`src/hdl/clamped_softmax_mass_distributor_defines.svh`:
```
// assertion macros shared by the mass distributor rtl
`ifndef CLAMPED_SOFTMAX_MASS_DISTRIBUTOR_DEFINES_SVH
`define CLAMPED_SOFTMAX_MASS_DISTRIBUTOR_DEFINES_SVH
`ifndef ASSERT_OFF
`define CSMD_ASSERT(lbl, expr, msg) \
	lbl: assert property (@(posedge clk) disable iff (!arst_n) (expr)) else $error(msg);
`define CSMD_ASSERT_IMP(lbl, ante, cons, msg) \
	lbl: assert property (@(posedge clk) disable iff (!arst_n) (ante) |-> (cons)) else $error(msg);
`else
`define CSMD_ASSERT(lbl, expr, msg)
`define CSMD_ASSERT_IMP(lbl, ante, cons, msg)
`endif
`endif

```
`src/hdl/csmd_ram.sv`:
```
// generic single-port-write ram with registered read
module csmd_ram #(
	parameter int WIDTH = 8,
	parameter int DEPTH = 2,
	parameter int AW = 1
) (
	input logic clk,
	input logic we,
	input logic [AW-1:0] waddr,
	input logic [WIDTH-1:0] wdata,
	input logic [AW-1:0] raddr,
	output logic [WIDTH-1:0] rdata
);
	logic [WIDTH-1:0] mem [DEPTH];

	always_ff @(posedge clk) begin
		if (we) begin
			mem[waddr] <= wdata;
		end
		rdata <= mem[raddr];
	end
endmodule

```
`config.mk`:
```
export PLATFORM = sky130hd
export DESIGN_NAME = csmd_ram
export DESIGN_NICKNAME = d
export VERILOG_FILES = /design/src/hdl/clamped_softmax_mass_distributor_defines.svh /design/src/hdl/csmd_ram.sv
export SDC_FILE = /design/constraint.sdc
export NUM_CORES = 1
export LEC_CHECK = 0
export CORE_MARGIN = 2
export CORE_UTILIZATION = 50
export DETAILED_ROUTE_END_ITERATION = 12
export DONT_BUFFER_PORTS = 1
export GPL_ROUTABILITY_DRIVEN = 1
export PLACE_DENSITY = 0.77
export SKIP_CTS_REPAIR_TIMING = 1
export SYNTH_ARGS = -nofsm -noshare
export SYNTH_HDL_FRONTEND = slang
export SYNTH_SLANG_ARGS = --single-unit
```
`constraint.sdc`:
```
create_clock -name clk -period 1.13 [get_ports clk]
set_clock_uncertainty 0.15 [all_clocks]
set_input_delay 0.226 -clock clk [delete_from_list [all_inputs] [get_ports clk]]
set_output_delay 0.226 -clock clk [all_outputs]
set_load 0.02 [all_outputs]
```
==> results_dict.tcl, run 1 <==
set metrics [dict create \
    yosysMostFrequentCell "edfxtp_1" \
    yosys.area_share.simple_pct 1.595 \
    maxCapViolations 0 \
    grt_pass1_vias 313 \
    area_growth_pct 16.75 \
    async_flop_share_pct 0 \
    synth_mux_area_share_pct 15.31 \
    crit_fanout 1 \
    fin_crit_sh_pct 95.17 \
    grt_util_all_layers_pct 9.797 \
    pre_cts_ws_ns 0.07100 \
    synth_nets 47 \
    clk_pin_slew_ns 0.11 \
    ioPinCount 20 \
    grt_start_max_net_pins 13 \
    synthTopCellsByArea "edfxtp_1 61%, dfxtp_1 20%, mux2_4 15%, buf_6 1.4%, and2_1 0.80%" \
    yosys.area.top_type "edfxtp_1" \
    drive_gt1_share_pct 45.65 \
    ys_ff_latch 24 \
    cp.required_ns 0.75 \
    finalNetCount 60 \
    finalCriticalPeriod_ns 1.075 \
    wl_per_cell_um 14.10 \
    failed_checks "hold timing" \
    ir_worst_vdd_v 0.0008107 \
    gp_congestion 0.5750 \
    finalHoldViolCount 8 \
    finalMaxSlewViolations 0 \
    rsz0062_at_grt "no" \
    tns_ns 0 \
    antenna_found_initial 0 \
    slew_headroom_pct 76.81 \
    fp-row-count 14 \
    start_util_pct 52.69 \
    worstPathArrival_ns 0.70 \
    htreeDepth 1 \
    dr.pass1.iters 2 \
    drt_iter0_drc 1 \
    clock-sinks 24 \
    clock_latency_ns 0.30 \
    synthCells 35 \
    synth_top_flop_cell "edfxtp_1" \
    num_vias 319 \
    drc_errors 0 \
    die_area_mm2 0.001902 \
    p_leak_nw 0.3416 \
    power.density_mw_per_mm2 1627 \
    root_buffer "clkbuf_4" \
    startpoint_type "flip-flop" \
    antennaDiodeCount 0 \
    synth_edf_count 16 \
    wirelength_um 874 \
    numCtsBuffers 3 \
    synth_top_family_by_area "multiplexers" \
    die_h_um 43.61 \
    crit_path_end_kind "primary output" \
    clock_path_buffers 2 \
    ys_warn_count 0 \
    status "finished with violations" \
    holdWs_ns -0.08204 \
    ys_types 6 \
    avgSynthCellArea_um2 22.41 \
    chipWidth_um 43.61 \
    ys_seq_area_share_pct 81.66 \
    worst_pin_slew_ns 0.3478 \
    criticalPathCategory "flip-flop to primary output" \
    vias_per_cell 5.145 \
    holdCritPathClass "primary input to flip-flop" \
    setup_ws_ns 0.05452 \
    synth_fa_ha_area_share_pct 0 \
    port_buffers 0 \
    ant_nets 0 \
    fp.coreArea_mm2 0.001489 \
    fmax_mhz 929.8 \
    final-setup-viol-count 0 \
    postLayoutCoreUtil_pct 61.51 \
    syn_area_um2 784.5 \
    grt.overflow.total 0 \
    grt_pass1_wl_um 1255 \
    synthXorXnorAreaFrac_pct 0 \
    cts_tree "done" \
    synth-compound-area-share_pct 0 \
    synth_top_cell_area_share_pct 61.24 \
    synth_commonest_cells "16 x edfxtp_1, 8 x dfxtp_1, 8 x mux2_4" \
]
## state kept, by name, indices dropped and copies added, names as in the netlist
name   cells
mem       16
rdata      8
## layout make-up
cell class              instances  area, um^2
repair buffers                  9       87.58
flip-flops and latches         24       650.6
clock buffers                   3       22.52
fillers                       113       573.1
multi-input cells              10       135.1
well taps                      16       20.02
## final timing paths
kind / to / cells after the start / slack (ns) / from
min reg2reg: rdata[7] / 1 / 0.33 / mem[0][7]
max: rdata[2] / 0 / 0.05 / rdata[2]
min: rdata[1] / 1 / -0.08 / raddr
max reg2reg: rdata[3] / 1 / 0.22 / mem[0][3]
## cell usage in the layout (no fill, tap or decap), drive strengths merged
cell type / n
edfxtp: 16
dlygate4sd3: 8
mux2: 8
and2: 1
buf: 1
dfxtp: 8
nor2b: 1
clkbuf: 3
## layer usage
layer | track usage (%) | part of all wire (%)
met3 | 4.167 | 8.4
met4 | 10.91 | 4.9
met2 | 14.41 | 48
met5 | 0 | 0
met1 | 9.632 | 38
## logic make-up (layout without fill, tap and decap cells)
group         count (synthesis)  in the layout
mux                           8              8
flops                        24             24
buf+inv                       1             12
simple gates                  2              2
## metrics by stage
step	total power, mW	cells	area [um^2]	hold slack, ns
floorplan	1.134	35	787.0	0.1749
global placement	1.135	51	803.3	0.1750
detailed placement	1.141	51	803.3	0.1749
CTS	1.483	54	825.8	-0.1540
global route	1.535	62	915.9	-0.09631
finish	1.490	62	915.9	-0.08204
## power by group
part | internal (mW) | total (mW) | leakage, nW | switching, mW
logic | 0.0614 | 0.0841 | 0.110 | 0.0227
registers | 1.01 | 1.06 | 0.218 | 0.0525
clock network | 0.125 | 0.342 | 0.0138 | 0.218
total | 1.20 | 1.49 | 0.342 | 0.293
No activity file was read; power rests on OpenSTA's default activity.
==> run 2: changes to the inputs <==
Settings changed: CELL_PAD_IN_SITES_DETAIL_PLACEMENT set to 0, CELL_PAD_IN_SITES_GLOBAL_PLACEMENT set to 1, CORE_UTILIZATION 50 to 44, PLACE_DENSITY 0.77 to 0.78.
==> results_dict.tcl, run 2 (synthesis gave the netlist of run 1 again) <==
set metrics [dict create \
    layout_common_cells "16 x edfxtp_1, 8 x mux2_4, 8 x dlygate4sd3_1, 8 x dfxtp_2, 3 x clkbuf_4" \
    final-setup-viol-count 0 \
    fmax_mhz 931.4 \
    pwr-share-clk_pct 23.0 \
    start_util_pct 45.93 \
    dr.pass1.iters 2 \
    seqPwrFrac_pct 71.3 \
    antennaDiodeCount 0 \
    die_area_mm2 0.002137 \
    ant_nets 0 \
    crit_fanout 1 \
    criticalPathCategory "flip-flop to primary output" \
    cp.required_ns 0.75 \
    switchingPower_mw 0.2947 \
    clock_path_buffers 2 \
    finalMaxSlewViolations 0 \
    failed_checks "hold timing" \
    port_buffers 0 \
    holdWs_ns -0.07933 \
    fp.coreArea_mm2 0.001708 \
    cts_tree "done" \
    root_buffer "clkbuf_4" \
    clock_latency_ns 0.30 \
    regMostFlops "mem" \
    crit_path_end_kind "primary output" \
    wl_per_cell_um 12.52 \
    wirelength_um 889 \
    finalCriticalPeriod_ns 1.074 \
    clk_pin_slew_ns 0.11 \
    grt.overflow.total 0 \
    vias_per_cell 4.521 \
    combinationalPowerShare_pct 5.7 \
    p_sw_share_pct 19.76 \
    gp_congestion 0.6766 \
    drt_iter0_drc 4 \
    clock-sinks 24 \
    finalNetCount 60 \
    numCtsBuffers 3 \
    worst_pin_slew_ns 0.3899 \
    worstPathArrival_ns 0.70 \
    dp_cells 60 \
    grt_pass1_wl_um 1386 \
    htreeDepth 1 \
    drive_gt1_share_pct 45.65 \
    largest_reg_flops 16 \
    startpoint_type "flip-flop" \
    whs_endpoint "rdata[1]" \
    stdcell_count 71 \
    r2r-end "rdata[7]" \
    maxCapViolations 0 \
    power.density_mw_per_mm2 1609 \
    fp-row-count 15 \
    status "finished with violations" \
    min-delay-start "raddr" \
    fin_crit_sh_pct 95.01 \
    die_h_um 46.23 \
    reg2reg_from "mem[0][7]" \
    r2r_slack_ns 0.23 \
    intPower_mw 1.197 \
    finalHoldViolCount 8 \
    grt_start_max_net_pins 13 \
    grt_pass1_vias 320 \
    num-fill-cells 135 \
    antenna_found_initial 0 \
    largestRegisters "mem (16), rdata (8)" \
    seqCellArea_um2 650.6 \
    rsz0062_at_grt "no" \
    r2r_cells 1 \
    ir_worst_vdd_v 0.0009884 \
    num_vias 321 \
    p_leak_nw 0.3416 \
    grt_util_all_layers_pct 10.89 \
    layout_commonest_cell "edfxtp_1" \
    multiInputGateArea_um2 135.1 \
    slew_headroom_pct 74.01 \
    holdCritPathClass "primary input to flip-flop" \
    tns_ns 0 \
    area_growth_pct 18.18 \
    drc_errors 0 \
    ioPinCount 20 \
    chipWidth_um 46.23 \
    hold_depth 1 \
]
[run 2: area by class of cell]
type / instances / share of cell area (%)
sequential: 24 / 70.18
clock buffer: 3 / 2.429
multi-input combinational: 10 / 14.57
timing repair buffer: 9 / 9.447
tap: 25 / 3.374
[run 2: worst max-delay path by stage]
stage / from / to / slack (ns) / cells past startpoint
final: rdata[3] / rdata[3] / 0.06 / 0
after global routing: rdata[1] / rdata[1] / 0.02 / 0
after detailed placement: waddr / mem[1][4] / 0.04 / 1
after CTS: rdata[3] / rdata[3] / -0.01 / 0
after floorplan: we / mem[0][0] / 0.13 / 1
after global placement: waddr / mem[1][2] / 0.12 / 1
[run 2: power by group through the flow]
| stage | logic [mW] | registers [mW] | clock network (mW) |
|---|---|---|---|
| CTS | 0.0602 | 1.06 | 0.360 |
| detailed placement | 0.0602 | 1.08 | 0 |
| floorplan | 0.0610 | 1.07 | 0 |
| global route | 0.0919 | 1.07 | 0.388 |
| global placement | 0.0579 | 1.08 | 0 |
| finish | 0.0849 | 1.06 | 0.344 |
[run 2: through the flow]
stage	worst slack (ns)	instance area [um^2]	util (%)	hold slack, ns	total power [mW]
after CTS	-0.01136	837.1	49.01	-0.1511	1.479
after global placement	0.1164	814.5	47.69	0.1750	1.136
final	0.05638	927.1	54.29	-0.07933	1.492
after floorplan	0.1307	787.0	-	0.1749	1.134
after global routing	0.01774	927.1	54.29	-0.1050	1.550
after detailed placement	0.03812	814.5	47.69	0.1750	1.140
[run 2: per-layer routing]
layer / track usage, % / share of wire, % / wire length (um)
met5: 0 / 0 / 0
met1: 11.11 / 38 / 335
met3: 5.490 / 6.6 / 59
met4: 12.00 / 4.8 / 43
met2: 15.00 / 51 / 450
==> run 3: changes to the inputs <==
Settings changed: REMOVE_ABC_BUFFERS set to 1.
==> results_dict.tcl, run 3 (synthesis gave the netlist of run 1 again) <==
set metrics [dict create \
    status "finished with violations" \
    failed_checks "hold timing" \
    p_leak_nw 0.3560 \
    wl_per_cell_um 12.88 \
    cp.required_ns 0.75 \
    antennaDiodeCount 0 \
    worst_pin_slew_ns 0.1316 \
    crit_fanout 1 \
    setup_ws_ns 0.06126 \
    largest_reg_flops 16 \
    num-fill-cells 133 \
    start_util_pct 45.93 \
    ioPinCount 20 \
    finalCriticalPeriod_ns 1.069 \
    holdCritPathClass "primary input to flip-flop" \
    grt_util_all_layers_pct 8.656 \
    clock_path_buffers 2 \
    ant_nets 0 \
    grt_pass1_wl_um 1186 \
    tns_ns 0 \
    clock_latency_ns 0.30 \
    port_buffers 0 \
    intPower_mw 1.203 \
    p_sw_share_pct 19.93 \
    dp_cells 63 \
    worstPathArrival_ns 0.69 \
    chipWidth_um 46.23 \
    grt_start_max_net_pins 13 \
    fp-row-count 15 \
    stdcell_count 74 \
    antenna_found_initial 0 \
    finalHoldViolCount 8 \
    fin_crit_sh_pct 94.58 \
    combinationalPowerShare_pct 6.1 \
    seqPwrFrac_pct 70.8 \
    drc_errors 0 \
    die_area_mm2 0.002137 \
    layout_common_cells "16 x edfxtp_1, 8 x mux2_4, 8 x dlygate4sd3_1, 8 x dfxtp_2, 4 x buf_4" \
    regMostFlops "mem" \
    die_h_um 46.23 \
    drive_gt1_share_pct 46.94 \
    startpoint_type "flip-flop" \
    grt.overflow.total 0 \
    clock-sinks 24 \
    layout_commonest_cell "edfxtp_1" \
    rsz0062_at_grt "no" \
    gp_congestion 0.6466 \
    crit_path_end_kind "primary output" \
    wirelength_um 953 \
    dr.pass1.iters 2 \
    clk_pin_slew_ns 0.12 \
    drt_iter0_drc 15 \
    holdWs_ns -0.07591 \
    pre_cts_ws_ns 0.1486 \
    fp.coreArea_mm2 0.001708 \
    pwr-share-clk_pct 23.0 \
    vias_per_cell 4.486 \
    grt_pass1_vias 288 \
    maxCapViolations 0 \
    ir_worst_vdd_v 0.0007622 \
    finalMaxSlewViolations 0 \
    area_growth_pct 20.73 \
    htreeDepth 1 \
    seqCellArea_um2 650.6 \
    largestRegisters "mem (16), rdata (8)" \
    criticalPathCategory "flip-flop to primary output" \
    cts_tree "done" \
    postLayoutCoreUtil_pct 55.46 \
    final-setup-viol-count 0 \
    power.density_mw_per_mm2 1586 \
    root_buffer "clkbuf_4" \
    switchingPower_mw 0.2995 \
    slew_headroom_pct 91.21 \
    multiInputGateArea_um2 132.6 \
    fmax_mhz 935.7 \
    num_vias 332 \
    finalNetCount 63 \
    numCtsBuffers 3 \
]
-- run 3: cell count changes in the layout (fill, tap and decap cells not counted), sizes merged --
cell / change
buf: +3
-- run 3: final timing paths --
| kind | from | to | slack, ns | cells past startpoint |
|---|---|---|---|---|
| worst max-delay path | rdata[0] | rdata[0] | 0.06 | 0 |
| worst min-delay path | raddr | rdata[6] | -0.08 | 1 |
| worst max register to register | mem[0][5] | rdata[5] | 0.22 | 1 |
| worst min register to register | mem[1][3] | rdata[3] | 0.34 | 1 |
-- run 3: power by group through the flow --
| stage | clock network, mW | logic, mW | registers (mW) |
|---|---|---|---|
| floorplan | 0 | 0.0512 | 1.07 |
| global placement | 0 | 0.0648 | 1.08 |
| detailed placement | 0 | 0.0678 | 1.08 |
| CTS | 0.360 | 0.0677 | 1.06 |
| global route | 0.394 | 0.0993 | 1.07 |
| finish | 0.346 | 0.0923 | 1.06 |
-- run 3: layout make-up --
type	count	area share, %
Clock buffer	3	2.378
Sequential cell	24	68.69
Timing Repair Buffer	12	11.62
Tap cell	25	3.303
Multi-Input combinational cell	10	14.00
-- run 3: stage by stage --
stage,power (mW),area [um^2]
after floorplan,1.124,773.2
after global placement,1.143,834.6
after detailed placement,1.148,834.6
after CTS,1.488,857.1
after global routing,1.564,947.2
final,1.503,947.2
-- run 3: per-layer routing --
| metal | vias to the layer above | share of wire (%) | global-route usage [%] | wire length, um |
|---|---|---|---|---|
| li1 | 160 | - | - | - |
| met2 | 16 | 51 | 13.33 | 484 |
| met1 | 156 | 42 | 8.763 | 397 |
| met3 | 0 | 7.6 | 5.490 | 72 |
| met4 | 0 | 0 | 5.143 | 0 |
| met5 | - | 0 | 0 | 0 |
